<file path="config.mk">
export PLATFORM = sky130hd
export DESIGN_NAME = tcw_cursor
export DESIGN_NICKNAME = d
export VERILOG_FILES = /design/src/hw/rtl/tcw_pkg.sv /design/src/hw/rtl/tcw_cursor.sv
export SDC_FILE = /design/constraint.sdc
export NUM_CORES = 1
export LEC_CHECK = 0
export ABC_AREA = 1
export BUFFER_PORTS_ARGS = -buffer_cell sky130_fd_sc_hd__buf_2
export CAP_MARGIN = 5
export CORE_ASPECT_RATIO = 1.25
export CORE_MARGIN = 5
export CORE_UTILIZATION = 35
export DETAILED_ROUTE_END_ITERATION = 10
export SYNTH_ARGS = -nofsm -noshare
export SYNTH_HDL_FRONTEND = slang
export SYNTH_SLANG_ARGS = --single-unit
</file>
<file path="constraint.sdc">
create_clock -name clk -period 7.15 [get_ports clk]
set_input_delay 0.715 -clock clk [delete_from_list [all_inputs] [get_ports clk]]
set_output_delay 0.715 -clock clk [all_outputs]
set_load 0.02 [all_outputs]
</file>
<file path="src/hw/rtl/tcw_pkg.sv">
`default_nettype none
// ----------------------------------------------------------------------------
// tcw_pkg
// Shared codes and types of the text console character writer: command codes,
// control bytes and the control/status bundles between sequencer and cursor.
// ----------------------------------------------------------------------------
package tcw_pkg;

	// command codes
	localparam logic [1:0] CMD_PUT   = 2'd0;
	localparam logic [1:0] CMD_CLEAR = 2'd1;
	localparam logic [1:0] CMD_READ  = 2'd2;

	// control and blank bytes
	localparam logic [7:0] CH_BS    = 8'h08;
	localparam logic [7:0] CH_TAB   = 8'h09;
	localparam logic [7:0] CH_LF    = 8'h0A;
	localparam logic [7:0] CH_CR    = 8'h0D;
	localparam logic [7:0] CH_SPACE = 8'h20;

	// attribute after reset
	localparam logic [7:0] ATTR_RESET = 8'h0F;

	// sequencer to cursor unit
	typedef struct packed {
		logic       put;    // put-character transfer taken this cycle
		logic       home;   // clear command taken this cycle
		logic [7:0] code;   // character byte
	} cur_ctl_t;

	// cursor unit to sequencer
	typedef struct packed {
		logic printable;    // byte goes into the store at the current cursor
		logic scroll;       // cursor ran past the last row
	} cur_sts_t;

endpackage
`default_nettype wire

</file>
<file path="src/hw/rtl/tcw_cursor.sv">
`default_nettype none
// ----------------------------------------------------------------------------
// tcw_cursor
// Cursor column/row registers and the put-character cursor update: backspace,
// tab, carriage return, line feed, advance, column wrap and scroll detection.
// ----------------------------------------------------------------------------
module tcw_cursor #(
	parameter int COLUMNS  = 80,
	parameter int ROWS     = 25,
	parameter int TAB_STEP = 8,
	localparam int LW      = $clog2(COLUMNS * ROWS)
) (
	input  wire                    clk,
	input  wire                    arst_n,
	input  wire tcw_pkg::cur_ctl_t ctl,
	output tcw_pkg::cur_sts_t      sts,
	output logic [LW-1:0]          cur_lin
);

	localparam int CW  = $clog2(COLUMNS);
	localparam int CNW = $clog2(COLUMNS + TAB_STEP);
	localparam int RW  = $clog2(ROWS);
	localparam int RNW = $clog2(ROWS + 1);
	localparam int TPW = $clog2(TAB_STEP);

	logic [CW-1:0]  col_q;
	logic [RW-1:0]  row_q;
	logic [TPW-1:0] tph_q;      // col_q modulo TAB_STEP, kept alongside

	logic [CNW-1:0] ncol;
	logic [TPW-1:0] nph;
	logic           rowinc;
	logic [RNW-1:0] nrow;
	logic           printable;
	logic           scroll;

	// next cursor for the byte at hand
	always_comb begin
		ncol      = CNW'(col_q);
		nph       = tph_q;
		rowinc    = 1'b0;
		printable = 1'b0;
		case (ctl.code)
			tcw_pkg::CH_BS: begin
				if (col_q != '0) begin
					ncol = CNW'(col_q) - CNW'(1);
					nph  = (tph_q == '0) ? TPW'(TAB_STEP - 1) : tph_q - TPW'(1);
				end
			end
			tcw_pkg::CH_TAB: begin
				ncol = CNW'(col_q) + CNW'(TAB_STEP) - CNW'(tph_q);
				nph  = '0;
			end
			tcw_pkg::CH_CR: begin
				ncol = '0;
				nph  = '0;
			end
			tcw_pkg::CH_LF: begin
				ncol   = '0;
				nph    = '0;
				rowinc = 1'b1;
			end
			default: begin
				if (ctl.code >= tcw_pkg::CH_SPACE) begin
					printable = 1'b1;
					ncol      = CNW'(col_q) + CNW'(1);
					nph       = (tph_q == TPW'(TAB_STEP - 1)) ? '0 : tph_q + TPW'(1);
				end
			end
		endcase
		// column wrap
		if (ncol >= CNW'(COLUMNS)) begin
			ncol   = '0;
			nph    = '0;
			rowinc = 1'b1;
		end
		nrow   = RNW'(row_q) + RNW'(rowinc);
		scroll = (nrow >= RNW'(ROWS));
	end

	assign sts.printable = ctl.put & printable;
	assign sts.scroll    = ctl.put & scroll;

	// cursor registers
	always_ff @(posedge clk or negedge arst_n) begin
		if (!arst_n) begin
			col_q <= '0;
			row_q <= '0;
			tph_q <= '0;
		end else if (ctl.home) begin
			col_q <= '0;
			row_q <= '0;
			tph_q <= '0;
		end else if (ctl.put) begin
			col_q <= CW'(ncol);
			tph_q <= nph;
			row_q <= scroll ? RW'(ROWS - 1) : RW'(nrow);
		end
	end

	// linear position
	assign cur_lin = LW'(row_q) * LW'(COLUMNS) + LW'(col_q);

endmodule
`default_nettype wire

</file>
==> parameters.txt <==
Parameter                              Value

Run status
  Outcome    completed

Worst setup path
  Most frequent CP cell    sky130_fd_sc_hd__nand2_1
  Kind of start point of the critical path    register
  Critical path peak fanout    8
  Buffers plus inverters on the worst setup path    2
  Critical Path Slowest Stage Cell    sky130_fd_sc_hd__dfrtp_1
  Setup Crit Path Kind    register to output port
  Cell-by-cell trace of the critical path    ha_1, ha_1, fa_1, nand2_1, nand3_1, nand2_1, nand2_1, nor2_1, nor2_1, nand2_1, nand2_2, nand2_2, nand2_4, nand2_1, ha_1, ha_1, nand3_1, xor2_1, nor2_1, inv_1, a311oi_1, buf_2
  CP endpoint kind    output port
  Required time worst endpoint    6430 ps
  Cell family contributing the most delay on the critical path    adder cells
  Critical Path AT    3730 ps
  Crit-path max cell delay    470 ps

Timing
  Slew margin rel.    49.25%
  Final period demand of the worst path    4449 ps
  Setup-failing EPs final    0
  Number of endpoints with negative hold slack in the final report    0
  Part of the cycle the worst path needs    62.23%
  Final TNS setup    0 ps
  Highest clock frequency the design can meet    224.8 MHz
  RSZ-0062 raised after global routing    no
  Pin slew with the least headroom to its limit    758.4 ps
  Setup Skew    3.038 ps
  Final Max Slew Viols    0
  Final worst-path setup slack    2701 ps

Placed design
  Pre-CTS worst setup slack    2970 ps
  RD Place Congestion    0.8415
  Detailed-placement wirelength estimate    4.193 mm
  I/O Buffers    24

Clocking
  Clock Tree Buf Depth    2
  Post-CTS repair timing setup buffer count    0
  Reg clk slew, reported paths    70 ps
  Post-CTS Resized    0
  Root Driver    sky130_fd_sc_hd__clkbuf_8
  # clock sinks    15
  Count of hold buffers inserted by post-cts repair    0
  Total clock buffers created by CTS    3
  Worst-skew pair later-pin latency    250 ps
  CTS tree    done
  CTS HTree Levels    1

Synth
  Top cells by instance count after synthesis    sky130_fd_sc_hd__nand2_1, sky130_fd_sc_hd__inv_1, sky130_fd_sc_hd__ha_1
  Number of flops mapped to enable cells by yosys    0
  Avg Cell Area, Syn    6.963 um2
  Cell types occupying the most area after synthesis    sky130_fd_sc_hd__dfrtp_1, sky130_fd_sc_hd__ha_1, sky130_fd_sc_hd__nand2_1
  Area leader, netlist    sky130_fd_sc_hd__dfrtp_1
  Share of the yosys chip area belonging to registers    18.03%
  Post-Syn Nets    341
  Most instantiated library cell after synthesis    sky130_fd_sc_hd__nand2_1
  Share of Yosys cell area claimed by the top area cell type    18.03%
  Number of instances in the synthesized netlist    299
  Yosys warning count    0
  Top_reg_cell synth    sky130_fd_sc_hd__dfrtp_1
  Async SR Flop Fraction    100.0%
  Cell area after synthesis    2082 um2
  Count of different cell masters after synthesis    33
  Flop and latch count out of synthesis    15

Floorplan
  X dimension of the die    78.99 um
  Num ports    25
  Height of the die    96.23 um
  Starting Density    36.03%
  Rows    31
  Die Area    7601 um2
  Core area    5779 um2

Route
  Initial DRC Count    111
  Drt pass-1 iters    4
  Routed wirelength normalized by instance count    13.36 um
  Vias per inst    5.080
  Total via count in the routed design    1966
  Post-route DRC violation count    0
  Final routed wirelength across all metal layers    5.170 mm
  Number of nets still failing antenna checks after routing    0

Hold path
  Worst hold-check path type    input port to asynchronous set/reset pin

Global routing
  Vias in the first global route    1998
  Antenna violations before repair    0
  Overall routing resource usage    14.30%
  GRT Residual Overflow    0
  Wire length of the first global-routing pass    8.783 mm
  Pin count of the biggest net entering global routing    16

Finish
  Layout overhead on the synthesized area    9.736%
  Area used by multi-input combinational logic    1499 um2
  Diode insertion count for antenna repair    0
  Ratio of cells with drive above 1 in the final layout    17.13%
  Filler Cells Inserted    629
  Post-layout nets    364
  FF/Latch Area    375.4 um2

Pwr
  Max VDD drop    91.58 uV
  Leakage power    0.001189 uW
  Pwr dens    109.1 nW/um2

Run
  Max-cap violations    0
==> layout make-up <==
type / instances / share of cell area, %
timing repair buffer: 24 / 5.257
clock inverter: 1 / 0.2191
tap: 66 / 3.614
inverter: 43 / 7.065
multi-input combinational: 235 / 65.61
sequential: 15 / 16.43
clock buffer: 3 / 1.807
==> logic make-up after synthesis <==
group / after synthesis / synth area share, %
compound gates: 39 / 12.02
buf+inv: 49 / 9.976
fa+ha+maj: 30 / 19.11
simple gates: 151 / 34.56
xor+xnor: 15 / 6.310
flops: 15 / 18.03
==> routing by layer <==
| layer | track usage (%) | vias to the layer above | share of wire, % | routed length, um |
|---|---|---|---|---|
| met1 | 15.90 | 909 | 43 | 2216 |
| met5 | 0 | - | 0 | 0 |
| met2 | 27.67 | 30 | 51 | 2632 |
| li1 | - | 1014 | - | - |
| met3 | 2.528 | 13 | 3.9 | 202 |
| met4 | 3.868 | 0 | 2.3 | 119 |
==> state kept, by name, indices dropped and copies added (netlist names) <==
| register | count |
|---|---|
| col_q | 7 |
| row_q | 5 |
| tph_q | 3 |
==> final timing paths <==
kind / startpoint / endpoint / slack (ps) / depth (start not counted)
max: col_q[1] / sts[0] / 2700 / 22
min: arst_n / col_q[2] / 370 / 1
max reg2reg: col_q[1] / row_q[0] / 3700 / 21
min reg2reg: tph_q[1] / tph_q[1] / 510 / 2
max in group asynchronous: arst_n / col_q[3] / 6520 / 1
min in group clk: tph_q[1] / tph_q[1] / 510 / 2
==> layout by cell type, fill, tap and decap left out, types with 2 or more instances in the layout <==
cell	instances
sky130_fd_sc_hd__nand2_1	70
sky130_fd_sc_hd__o21ai_0	17
sky130_fd_sc_hd__nand2_4	2
sky130_fd_sc_hd__a21oi_1	7
sky130_fd_sc_hd__clkbuf_8	3
sky130_fd_sc_hd__buf_2	24
sky130_fd_sc_hd__o211ai_1	2
sky130_fd_sc_hd__xnor2_1	4
sky130_fd_sc_hd__nand3_1	24
sky130_fd_sc_hd__ha_1	27
sky130_fd_sc_hd__inv_1	41
sky130_fd_sc_hd__xor2_1	11
sky130_fd_sc_hd__a21oi_4	2
sky130_fd_sc_hd__fa_1	3
sky130_fd_sc_hd__nand4_1	6
sky130_fd_sc_hd__o31ai_1	2
sky130_fd_sc_hd__o22ai_1	2
sky130_fd_sc_hd__nor2_2	6
sky130_fd_sc_hd__nor2_4	6
sky130_fd_sc_hd__nand3_2	2
sky130_fd_sc_hd__inv_2	2
sky130_fd_sc_hd__nand2_2	6
sky130_fd_sc_hd__nor3_1	4
sky130_fd_sc_hd__dfrtp_1	15
sky130_fd_sc_hd__nor2_1	25
==> per-stage QoR <==
step / cells / util, % / power (uW) / hold WS, ps / instance area, um2
3_5_place_dp: 383 / 38.73 / 179.2 / 502.8 / 2238
4_1_cts: 387 / 39.53 / 251.6 / 373.9 / 2285
3_3_place_gp: 383 / 38.73 / 177.6 / 495.8 / 2238
5_1_grt: 387 / 39.53 / 268.9 / 394.8 / 2285
2_1_floorplan: 299 / - / 157.9 / 419.4 / 2082
6_report: 387 / 39.53 / 249.3 / 366.4 / 2285
==> power breakdown <==
group	internal [uW]	switching (uW)	leakage, uW
Sequential	88.8	6.15	0.000206
Clock	38.7	33.3	0.0000255
Combinational	30.8	51.5	0.000958
No activity file was read; power rests on OpenSTA's default activity.
